===== config.mk =====
export PLATFORM = sky130hd
export DESIGN_NAME = sasm_cell
export DESIGN_NICKNAME = d
export VERILOG_FILES = /design/src/rtl/shift_and_string_matcher_assert.svh /design/src/rtl/sasm_pkg.sv /design/src/rtl/sasm_cell.sv
export SDC_FILE = /design/constraint.sdc
export NUM_CORES = 1
export LEC_CHECK = 0
export BUFFER_PORTS_ARGS = -buffer_cell sky130_fd_sc_hd__buf_2
export CAP_MARGIN = 20
export CORE_AREA = 2 2 39 41
export CTS_CLUSTER_DIAMETER = 100
export DETAILED_ROUTE_END_ITERATION = 12
export DIE_AREA = 0 0 41 43
export PLACE_DENSITY = 0.66
export SYNTH_ARGS = -nofsm -noshare
export SYNTH_HDL_FRONTEND = slang
export SYNTH_SLANG_ARGS = --single-unit

===== constraint.sdc =====
create_clock -name clock -period 2.1 [get_ports clock]
set_clock_uncertainty 0.1 [all_clocks]
set_input_delay 0.21 -clock clock [delete_from_list [all_inputs] [get_ports clock]]
set_output_delay 0.21 -clock clock [all_outputs]
set_load 0.03 [all_outputs]

===== src/rtl/shift_and_string_matcher_assert.svh =====
// ----------------------------------------------------------------------------
// shift and string matcher assertion macros
// shared check forms, sampled on clock, off while reset is high
// ----------------------------------------------------------------------------
`ifndef SHIFT_AND_STRING_MATCHER_ASSERT_SVH
`define SHIFT_AND_STRING_MATCHER_ASSERT_SVH

// consequent holds in the same cycle
`define SASM_ASSERT_SAME(label, ante, cons) \
   label: assert property (@(posedge clock) disable iff (reset) (ante) |-> (cons)) \
      else $error("sasm same-cycle check failed");

// consequent holds in the next cycle
`define SASM_ASSERT_NEXT(label, ante, cons) \
   label: assert property (@(posedge clock) disable iff (reset) (ante) |=> (cons)) \
      else $error("sasm next-cycle check failed");

`endif


===== src/rtl/sasm_pkg.sv =====
// ----------------------------------------------------------------------------
// sasm_pkg
// shared types, widths, register indexes and helpers of the matcher
// ----------------------------------------------------------------------------
`default_nettype none

package sasm_pkg;

   localparam int CHAR_W         = 8;
   localparam int CFG_WORD_W     = 64;
   localparam int CFG_WORDS      = 4;
   localparam int CHARS_PER_WORD = CFG_WORD_W / CHAR_W;
   localparam int PATTERN_STORE  = CFG_WORDS * CHARS_PER_WORD;
   localparam int CFG_LEN_W      = 6;
   localparam int CSR_INDEX_W    = 3;
   localparam int OFFSET_OUT_W   = 32;

   localparam logic [CSR_INDEX_W-1:0] REG_PATTERN_0   = 3'd0;
   localparam logic [CSR_INDEX_W-1:0] REG_PATTERN_1   = 3'd1;
   localparam logic [CSR_INDEX_W-1:0] REG_PATTERN_2   = 3'd2;
   localparam logic [CSR_INDEX_W-1:0] REG_PATTERN_3   = 3'd3;
   localparam logic [CSR_INDEX_W-1:0] REG_LENGTH      = 3'd4;
   localparam logic [CSR_INDEX_W-1:0] REG_IGNORE_CASE = 3'd5;

   localparam logic [CFG_LEN_W-1:0] LENGTH_RESET = 6'd1;

   localparam logic [CHAR_W-1:0] UPPER_FIRST = 8'h41;
   localparam logic [CHAR_W-1:0] UPPER_LAST  = 8'h5A;
   localparam logic [CHAR_W-1:0] CASE_DELTA  = 8'h20;

   typedef struct packed {
      logic [CHAR_W-1:0]    text;
      logic                 start;
      logic                 fold;
      logic                 advance;
      logic [CFG_LEN_W-1:0] len;
   } cell_ctl_type;

   function automatic logic [CHAR_W-1:0] fold_lower(input logic [CHAR_W-1:0] c);
      logic [CHAR_W-1:0] r;
      r = c;
      if (c >= UPPER_FIRST && c <= UPPER_LAST) begin
         r = c + CASE_DELTA;
      end
      return r;
   endfunction

endpackage

`default_nettype wire


===== src/rtl/sasm_cell.sv =====
// ----------------------------------------------------------------------------
// sasm_cell
// one pattern position: compares the text byte, holds one match vector bit
// and passes it to the next position
// ----------------------------------------------------------------------------
`default_nettype none

module sasm_cell import sasm_pkg::*; #(
   parameter int INDEX = 0
) (
   input  logic              clock,
   input  logic              reset,
   input  cell_ctl_type      ctl,
   input  logic [CHAR_W-1:0] pattern_char,
   input  logic              carry_in,
   output logic              bit_out,
   output logic              tail_hit
);

   localparam logic [CFG_LEN_W:0] POS = (CFG_LEN_W + 1)'(INDEX + 1);

   logic bit_ff;
   logic bit_in;
   logic bit_next;
   logic shifted;
   logic in_use;
   logic char_hit;

   always_comb begin
      if (INDEX == 0) begin
         shifted = 1'b1;
      end else begin
         shifted = carry_in & ~ctl.start;
      end
      in_use   = {1'b0, ctl.len} >= POS;
      char_hit = (pattern_char == ctl.text) |
                 (ctl.fold & (fold_lower(pattern_char) == fold_lower(ctl.text)));
      bit_next = shifted & char_hit & in_use;
      tail_hit = bit_next & ({1'b0, ctl.len} == POS);
      bit_in   = ctl.advance ? bit_next : bit_ff;
   end

   always_ff @(posedge clock) begin
      if (reset) begin
         bit_ff <= 1'b0;
      end else begin
         bit_ff <= bit_in;
      end
   end

   assign bit_out = bit_ff;

endmodule

`default_nettype wire


==> Word level (Yosys, flattened, before mapping) <==
Cells that the tools add are included.
{ "word_totals": {"ff_bits": 1, "input_bits": 28, "out_inout_bits": 2, "word_cells": 19} }
{ "classes": {"addsub": 2, "magnitude_cmp": 5, "n_eq_ne": 3, "mux": 2, "n_bitwise": 4, "n_reduce_logical": 2} }
{ "ops": {"columns": ["operator", "count"], "rows": [
  ["adder 8 x 6 -> 8 bit, second input constant", 2],
  ["equality test 8 bit", 2],
  ["greater-or-equal comparator 8 x 7 -> 1 bit, second input constant", 2],
  ["less-or-equal comparator 8 x 7 -> 1 bit, second input constant", 2],
  ["two-way mux 8 bit", 2],
  ["equality test 6 x 1 -> 1 bit, second input constant", 1],
  ["greater-or-equal comparator 6 x 1 -> 1 bit, second input constant", 1],
  ["AND 1 bit", 3],
  ["logical AND 1 bit", 2],
  ["bitwise OR 1 bit", 1]
]} }

==> Longest topological paths before layout <==
Gate-level depths: netlist of the first run.
{ "depth": {"ltp_word": 8, "mapped_depth": 6, "ltp_nobuf": 6} }

==> Worst setup path after synthesis of the first run <==
No wires, ideal clock.
{ "synth_timing": {"path_kind": "input -> output", "start": "input port ctl[13] (netlist bit)", "end": "output port tail_hit", "t_arrival_ps": 1887, "required_time_ps": 1790, "setup_slack_ps": -97, "path_stages": 6, "path_buffers": 0, "path_cell_list": "or4_1 o21bai_1 o211ai_1 and3_1 o31ai_1 and4b_1"} }
{ "synth_between": {"elab_chain_cells": 8, "elab_cells_between_ends": 11, "cone_classes": "add/sub: 1; order compare: 2; eq/ne: 2; mux: 1; bitwise: 4; reduce/logical: 1"} }
{ "synth_rtl": {"columns": ["element", "line_no", "rtl"], "rows": [
  ["start, declared", "sasm_cell.sv:13", "input cell_ctl_type ctl,"],
  ["greater-or-equal comparator 8 x 7 -> 1 bit / less-or-equal comparator 8 x 7 -> 1 bit (equally long branches)", "sasm_pkg.sv:42", "if (c >= UPPER_FIRST && c <= UPPER_LAST) begin"],
  ["logical AND 1 bit", "sasm_pkg.sv:42", null],
  ["two-way mux 8 bit", "sasm_pkg.sv:42", null],
  ["equality test 8 bit", "sasm_cell.sv:37", "(ctl.fold & (fold_lower(pattern_char) == fold_lower(ctl.text)));"],
  ["AND 1 bit", "sasm_cell.sv:37", null],
  ["bitwise OR 1 bit *", "sasm_cell.sv:36", "char_hit = (pattern_char == ctl.text) |"],
  ["AND 1 bit *", "sasm_cell.sv:38", "bit_next = shifted & char_hit & in_use;"],
  ["AND 1 bit *", "sasm_cell.sv:39", "tail_hit = bit_next & ({1'b0, ctl.len} == POS);"],
  ["end, declared", "sasm_cell.sv:17", "output logic tail_hit"]
]} }
Every way passes the cells marked *; elsewhere a longest branch is shown, timed or not.

==> Worst setup path in the final report of the first run <==
{ "layout_timing": {"start": "input port ctl[9] (netlist bit)", "end": "output port tail_hit"} }
The elaborated chain is that of the path after synthesis.

==> impl_metrics.env, run 1 <==
export IMPL_cp_start_kind="primary input"
export IMPL_crit_path_start="ctl[9]"
export IMPL_grt_pass1_vias=525
export IMPL_stdcell_area_um2=875
export IMPL_cp_slowest_cell="or4_4"
export IMPL_die_h_um=43
export IMPL_p_leak_nw=0.379
export IMPL_hold_viol_final=0
export IMPL_fillCellCount=121
export IMPL_violations="setup timing"
export IMPL_max_freq_ghz=0.442
export IMPL_track_usage_pct=16.2
export IMPL_max_slew_margin_pct=75.1
export IMPL_rr_endpoint="bit_out$_SDFFE_PP0P_"
export IMPL_gr_total_overflow=0
export IMPL_vias_per_cell=5.10
export IMPL_synth_cells=45
export IMPL_yosysWarningCount=0
export IMPL_core_area_um2=1380
export IMPL_largest_register_ffs=1
export IMPL_drt_pre_antenna_iters=2
export IMPL_worstPathRequired_ns=1.79
export IMPL_synth_area_um2=388
export IMPL_vias=551
export IMPL_hp_class="flip-flop to flip-flop"
export IMPL_cp_slowest_stage_delay_ns=0.52
export IMPL_grt_max_degree=5
export IMPL_postSynthAreaPerCell_um2=8.62
export IMPL_path_delay_family="simple AND/OR/NAND/NOR gates"
export IMPL_syn_to_final_growth_pct=125
export IMPL_antenna_cells=0
export IMPL_die_area_um2=1760
export IMPL_io_pins=30
export IMPL_gp_congestion=0.820
export IMPL_drv_cap=0
export IMPL_ant_nets=0
export IMPL_crit_cells=8
export IMPL_layout_setup_ws_ns=-0.160
export IMPL_peakVddDrop_uv=92.8
export IMPL_drc_errors=0
export IMPL_nNetsFinal=124
export IMPL_reg2reg_from="bit_out$_SDFFE_PP0P_"
export IMPL_ys_ff_latch=1
export IMPL_r2r_setup_slack_ns=1.38
export IMPL_die_x_um=41
export IMPL_critPathBufInv=2
export IMPL_io_buffers=27
export IMPL_critPathCapture="tail_hit"
export IMPL_grt_pass1_wl_mm=2.09
export IMPL_crit_chain="buf_2 > or4_4 > o21bai_4 > o41ai_2 > xor2_1 > o31ai_4 > and4b_2 > buf_6"
export IMPL_drv_slew=0
export IMPL_drt_iter0_markers=1
export IMPL_endpoint_kind="output port"
export IMPL_cp_max_fo=4
export IMPL_ys_types=30
export IMPL_p_per_area_nw_per_um2=218
export IMPL_clk_pin_slew_ns=0
export IMPL_layout_min_cycle_time_ns=2.26
export IMPL_postCtsHoldBufs=0
export IMPL_fin_total_pwr_mw=0.191
export IMPL_status="complete, but fails checks"
export IMPL_drt_total_wl_mm=1.39
export IMPL_setup_violations=1
export IMPL_grt_setup_unrepaired="yes"
export IMPL_place_area_um2=702
export IMPL_worstRegToRegCells=1
export IMPL_drive_gt1_share_pct=70.7
export IMPL_antenna_found_initial=0
export IMPL_syn_nets=75
export IMPL_setup_tns_ns=-0.160
export IMPL_wl_per_cell_um=12.9
export IMPL_tightest_slew_ns=0.369
export IMPL_start_util_pct=28.0
export IMPL_cp_data_arrival_time_ns=1.95
export IMPL_hold_slack_ns=0.374
export IMPL_row_count=14
export IMPL_clk_latency_ns=0
export IMPL_path_class="primary input to output port"
export IMPL_yosysSeqAreaShare_pct=5.16
export IMPL_fin_crit_sh_pct=108
==> kinds of logic after synthesis <==
| logic type | Yosys count | synth area share, % |
|---|---|---|
| xor+xnor | 12 | 35.8 |
| flops | 1 | 5.16 |
| simple gates | 19 | 31.9 |
| compound gates | 11 | 20.6 |
| fa+ha+maj | 2 | 6.45 |
==> cells in the final DEF, fill, tap and decap left out, types with 2 or more instances in the layout <==
master	instances
buf_4	19
buf_2	18
buf_6	10
xnor2_1	6
xor2_1	4
nand2_1	2
or4_4	2
nor2_1	2
==> area by class of cell <==
cell class	count	area [um2]	area share (%)
multi-input cells	44	489	55.9
repair buffers	47	345	39.5
flip-flops and latches	1	20.0	2.29
well taps	16	20.0	2.29
==> layer usage <==
metal  wire [um]  vias to the layer above  share of wire [%]  global-route usage (%)
li1            -                      281                  -                       -
met4          17                        0                1.2                    2.00
met1         543                      250                 39                    19.6
met2         755                       18                 54                    30.6
met3          75                        2                5.4                       0
met5           0                        -                  0                       0
==> cells in the mapped netlist <==
cell	instances	area, um2
xnor2_1	6	52.6
xor2_1	4	35.0
a21oi_1	2	10.0
ha_1	2	25.0
nand2_1	2	7.51
nor2_1	2	7.51
nor3_1	2	10.0
o41ai_1	2	17.5
or4_1	2	15.0
a32o_1	1	10.0
and2_1	1	6.26
and2b_2	1	8.76
and3_1	1	6.26
and4b_1	1	10.0
dfxtp_1	1	20.0
nand3_1	1	5.00
nand4_1	1	6.26
nor2b_1	1	6.26
nor4_1	1	6.26
o211ai_1	1	7.51
o21ai_0	1	5.00
o21bai_1	1	7.51
o22ai_1	1	6.26
o311ai_1	1	8.76
o31ai_1	1	7.51
or3b_2	1	8.76
or4b_1	1	10.0
or4b_2	1	10.0
xnor2_4	1	27.5
xnor3_2	1	23.8
==> report_power, final <==
group / internal, mW / switching, mW
Combinational: 0.0996 / 0.0719
Clock: 0 / 0
Sequential: 0.0195 / 0.0000391
==> how the worst min path moves through the flow <==
stage	from	end	slack, ns	cells after the start
global placement	bit_out$_SDFFE_PP0P_	bit_out$_SDFFE_PP0P_	0.36	1
finish	bit_out$_SDFFE_PP0P_	bit_out$_SDFFE_PP0P_	0.37	1
floorplan	reset	bit_out$_SDFFE_PP0P_	0.32	2
CTS	bit_out$_SDFFE_PP0P_	bit_out$_SDFFE_PP0P_	0.38	1
detailed placement	bit_out$_SDFFE_PP0P_	bit_out$_SDFFE_PP0P_	0.38	1
global route	bit_out$_SDFFE_PP0P_	bit_out$_SDFFE_PP0P_	0.41	1
==> timing repair <==
| action | in CTS | in global routing |
|---|---|---|
| pin swaps | 10 | 8 |
| endpoints found under the setup margin | 1 | 1 |
| buffers inserted | 2 | 0 |
| resized for setup | 20 | 13 |
==> stage by stage <==
step	std cells	utilization, %	worst slack, ns
CTS	108	58.0	-0.126
global route	108	63.2	-0.234
finish	108	63.2	-0.160
floorplan	45	-	-0.0139
detailed placement	106	50.7	-0.294
global placement	106	50.7	-0.265
(Power assumes the default switching activity.)
==> run 2, diff against run 1 <==
==> constraint.sdc (replaced) <==
create_clock -name clock -period 2.1 [get_ports clock]
set_clock_uncertainty 0.1 [all_clocks]
set_input_delay 0.315 -clock clock [delete_from_list [all_inputs] [get_ports clock]]
set_output_delay 0.315 -clock clock [all_outputs]
set_load 0.03 [all_outputs]
==> impl_metrics.env, run 2 (synthesized netlist as in run 1, its figures left out) <==
export IMPL_tightest_slew_ns=0.369
export IMPL_grt_max_degree=5
export IMPL_p_leak_nw=0.379
export IMPL_hold_viol_final=0
export IMPL_io_pins=30
export IMPL_worstHoldStart="bit_out$_SDFFE_PP0P_"
export IMPL_postCtsHoldBufs=0
export IMPL_fin_crit_sh_pct=118
export IMPL_wl_per_cell_um=12.9
export IMPL_drt_iter0_markers=1
export IMPL_cp_start_kind="primary input"
export IMPL_violations="setup timing"
export IMPL_grt_pass1_vias=525
export IMPL_syn_to_final_growth_pct=125
export IMPL_reg2reg_from="bit_out$_SDFFE_PP0P_"
export IMPL_nNetsFinal=124
export IMPL_rr_endpoint="bit_out$_SDFFE_PP0P_"
export IMPL_crit_chain="buf_2 > or4_4 > o21bai_4 > o41ai_2 > xor2_1 > o31ai_4 > and4b_2 > buf_6"
export IMPL_drive_gt1_share_pct=70.7
export IMPL_gr_total_overflow=0
export IMPL_endpoint_kind="output port"
export IMPL_row_count=14
export IMPL_worstPathRequired_ns=1.68
export IMPL_drt_pre_antenna_iters=2
export IMPL_drc_errors=0
export IMPL_start_util_pct=28.0
export IMPL_cp_max_fo=4
export IMPL_cp_data_arrival_time_ns=2.06
export IMPL_track_usage_pct=16.2
export IMPL_clk_latency_ns=0
export IMPL_grt_setup_unrepaired="yes"
export IMPL_ant_nets=0
export IMPL_path_class="primary input to output port"
export IMPL_largest_register_ffs=1
export IMPL_status="complete, but fails checks"
export IMPL_hp_class="flip-flop to flip-flop"
export IMPL_die_x_um=41
export IMPL_io_buffers=27
export IMPL_peakVddDrop_uv=92.8
export IMPL_gp_congestion=0.820
export IMPL_max_slew_margin_pct=75.1
export IMPL_vias_per_cell=5.10
export IMPL_finalCoreUtilization_pct=63.2
export IMPL_critPathBufInv=2
export IMPL_setup_violations=2
export IMPL_critPathCapture="tail_hit"
export IMPL_die_area_um2=1760
export IMPL_hold_slack_ns=0.374
export IMPL_layout_min_cycle_time_ns=2.47
export IMPL_grt_pass1_wl_mm=2.09
export IMPL_fillCellCount=121
export IMPL_vias=551
export IMPL_clk_pin_slew_ns=0
export IMPL_cp_slowest_cell="or4_4"
export IMPL_cp_slowest_stage_delay_ns=0.52
export IMPL_max_freq_ghz=0.405
export IMPL_antenna_cells=0
export IMPL_layout_setup_ws_ns=-0.370
export IMPL_final_common_cell="buf_4"
export IMPL_die_h_um=43
export IMPL_crit_cells=8
export IMPL_core_area_um2=1380
export IMPL_crit_path_start="ctl[9]"
export IMPL_mostFrequentLayoutCells="19 x buf_4, 18 x buf_2, 10 x buf_6"
export IMPL_worstRegToRegCells=1
export IMPL_antenna_found_initial=0
export IMPL_path_delay_family="simple AND/OR/NAND/NOR gates"
export IMPL_drv_slew=0
export IMPL_r2r_setup_slack_ns=1.38
export IMPL_drt_total_wl_mm=1.39
export IMPL_drv_cap=0
export IMPL_p_per_area_nw_per_um2=218
==> run 2: cell counts in the layout (fill, tap and decap cells not counted) <==
Identical to the previous run, type by type.
==> run 2: per-stage QoR <==
stage	instance area (um2)	setup slack, ns	total power [mW]	TNS [ns]	instances
3_5_place_dp	702	-0.504	0.151	-0.594	106
6_report	875	-0.370	0.191	-0.408	108
5_1_grt	875	-0.444	0.206	-0.535	108
2_1_floorplan	412	-0.224	0.0774	-0.224	45
4_1_cts	802	-0.336	0.170	-0.336	108
3_3_place_gp	702	-0.475	0.148	-0.523	106
==> run 2: how the worst min path moves through the flow <==
| stage | end | slack, ns | cells past startpoint |
|---|---|---|---|
| floorplan | bit_out$_SDFFE_PP0P_ | 0.43 | 2 |
| global placement | bit_out$_SDFFE_PP0P_ | 0.36 | 1 |
| detailed placement | bit_out$_SDFFE_PP0P_ | 0.38 | 1 |
| CTS | bit_out$_SDFFE_PP0P_ | 0.38 | 1 |
| global route | bit_out$_SDFFE_PP0P_ | 0.41 | 1 |
| finish | bit_out$_SDFFE_PP0P_ | 0.37 | 1 |
==> run 2: timing repair <==
item / CTS / global route
endpoints found under the setup margin: 2 / 2
setup buffers: 2 / 0
pin swaps: 10 / 8
gates resized for setup: 20 / 13
==> run 2: final cells by class <==
class	instances	area (um2)	share of cell area (%)
Multi-Input combinational cell	44	489	55.9
Sequential cell	1	20.0	2.29
Tap cell	16	20.0	2.29
Timing Repair Buffer	47	345	39.5
==> run 2: power breakdown <==
group          switching (mW)  total (mW)  leakage [nW]  internal, mW
Sequential          0.0000391      0.0195       0.00805        0.0195
Clock                       0           0             0             0
Combinational          0.0719       0.172         0.371        0.0996
Total                  0.0719       0.191         0.379         0.119
==> run 2: per-layer routing <==
metal  track usage [%]  wire length [um]  vias to the layer above
met2              30.6               755                       18
met4              2.00                17                        0
li1                  -                 -                      281
met1              19.6               543                      250
met3                 0                75                        2
met5                 0                 0                        -
==> run 3, diff against run 2 <==
--- a/config.mk
+++ b/config.mk
@@ -11,7 +11,8 @@
 export CTS_CLUSTER_DIAMETER = 100
 export DETAILED_ROUTE_END_ITERATION = 12
 export DIE_AREA = 0 0 41 43
-export PLACE_DENSITY = 0.66
+export GPL_TIMING_DRIVEN = 0
+export PLACE_DENSITY = 0.62
 export SYNTH_ARGS = -nofsm -noshare
 export SYNTH_HDL_FRONTEND = slang
 export SYNTH_SLANG_ARGS = --single-unit
==> impl_metrics.env, run 3 (synthesized netlist as in run 1, its figures left out) <==
export IMPL_violations="setup timing"
export IMPL_drt_pre_antenna_iters=4
export IMPL_max_freq_ghz=0.410
export IMPL_clk_pin_slew_ns=0
export IMPL_die_x_um=41
export IMPL_gp_congestion=0.754
export IMPL_worstPathRequired_ns=1.68
export IMPL_row_count=14
export IMPL_antenna_cells=0
export IMPL_antenna_found_initial=0
export IMPL_drv_cap=0
export IMPL_setup_violations=2
export IMPL_gr_total_overflow=0
export IMPL_hp_class="flip-flop to flip-flop"
export IMPL_grt_max_degree=6
export IMPL_start_util_pct=28.0
export IMPL_endpoint_kind="output port"
export IMPL_p_leak_nw=0.287
export IMPL_place_hpwl_um=841
export IMPL_mostFrequentLayoutCells="18 x buf_2, 9 x buf_6, 6 x xnor2_1"
export IMPL_rr_endpoint="bit_out$_SDFFE_PP0P_"
export IMPL_io_pins=30
export IMPL_place_area_um2=567
export IMPL_vias_per_cell=5.17
export IMPL_fin_cells=90
export IMPL_max_slew_margin_pct=70.2
export IMPL_hold_depth=1
export IMPL_fillCellCount=126
export IMPL_nNetsFinal=106
export IMPL_die_h_um=43
export IMPL_dp_cells=88
export IMPL_ant_nets=0
export IMPL_r2r_setup_slack_ns=1.39
export IMPL_cp_data_arrival_time_ns=2.03
export IMPL_vias=465
export IMPL_core_area_um2=1380
export IMPL_stdcell_area_um2=732
export IMPL_grt_setup_unrepaired="yes"
export IMPL_hold_viol_final=0
export IMPL_layout_setup_ws_ns=-0.342
export IMPL_fin_total_pwr_mw=0.158
export IMPL_fin_crit_sh_pct=116
export IMPL_worstRegToRegCells=1
export IMPL_drive_gt1_share_pct=64.9
export IMPL_cp_start_kind="primary input"
export IMPL_grt_pass1_wl_mm=1.84
export IMPL_layout_min_cycle_time_ns=2.44
export IMPL_drv_slew=0
export IMPL_drt_total_wl_mm=1.12
export IMPL_setup_tns_ns=-0.439
export IMPL_final_common_cell="buf_2"
export IMPL_status="complete, but fails checks"
export IMPL_clk_latency_ns=0
export IMPL_finalCoreUtilization_pct=52.9
export IMPL_tightest_slew_ns=0.444
export IMPL_worstHoldStart="bit_out$_SDFFE_PP0P_"
export IMPL_path_class="primary input to output port"
export IMPL_hold_slack_ns=0.358
export IMPL_pre_cts_ws_ns=-0.541
export IMPL_io_buffers=27
export IMPL_largest_register_ffs=1
export IMPL_postCtsHoldBufs=0
export IMPL_peakVddDrop_uv=93.6
export IMPL_grt_pass1_vias=434
export IMPL_syn_to_final_growth_pct=88.7
export IMPL_track_usage_pct=14.4
export IMPL_wl_per_cell_um=12.4
export IMPL_hold_path_end="bit_out$_SDFFE_PP0P_"
export IMPL_drc_errors=0
export IMPL_drt_iter0_markers=2
export IMPL_reg2reg_from="bit_out$_SDFFE_PP0P_"
export IMPL_cp_max_fo=3
export IMPL_p_per_area_nw_per_um2=216
export IMPL_die_area_um2=1760
==> run 3: power breakdown <==
part | switching [mW] | internal (mW) | total (mW)
Clock | 0 | 0 | 0
Sequential | 0.0000330 | 0.0195 | 0.0195
Combinational | 0.0617 | 0.0768 | 0.138
Total | 0.0617 | 0.0963 | 0.158
==> run 3: timing repair <==
item,4_1_cts,5_1_grt
pin swaps,13,3
setup buffers,2,1
resized for setup,28,5
setup endpoints to repair,2,2
==> run 3: final cells by class <==
| type | instances | area [um2] | share of cell area, % |
|---|---|---|---|
| Timing Repair Buffer | 29 | 206 | 28.2 |
| Sequential cell | 1 | 20.0 | 2.74 |
| Multi-Input combinational cell | 44 | 485 | 66.3 |
| Tap cell | 16 | 20.0 | 2.74 |
==> run 3: per-layer routing <==
metal	vias to the layer above	track usage, %	wire length (um)
li1	239	-	-
met2	16	27.2	613
met5	-	0	0
met4	0	0	0
met3	0	0	65
met1	210	18.0	441
==> run 3: critical path, cell delays in order <==
cell      delay, ns
buf_2          0.12
or4_4          0.55
o22ai_4        0.13
or4b_4         0.17
o311ai_4       0.10
o31ai_4        0.25
and4b_2        0.25
buf_6          0.13
==> run 3: worst max path at each step <==
stage | from | slack (ns) | endpoint
2_1_floorplan | ctl[13] | -0.22 | tail_hit
3_3_place_gp | ctl[13] | -0.53 | tail_hit
3_5_place_dp | pattern_char[1] | -0.54 | tail_hit
4_1_cts | pattern_char[4] | -0.33 | tail_hit
5_1_grt | ctl[12] | -0.42 | tail_hit
6_report | pattern_char[4] | -0.34 | tail_hit
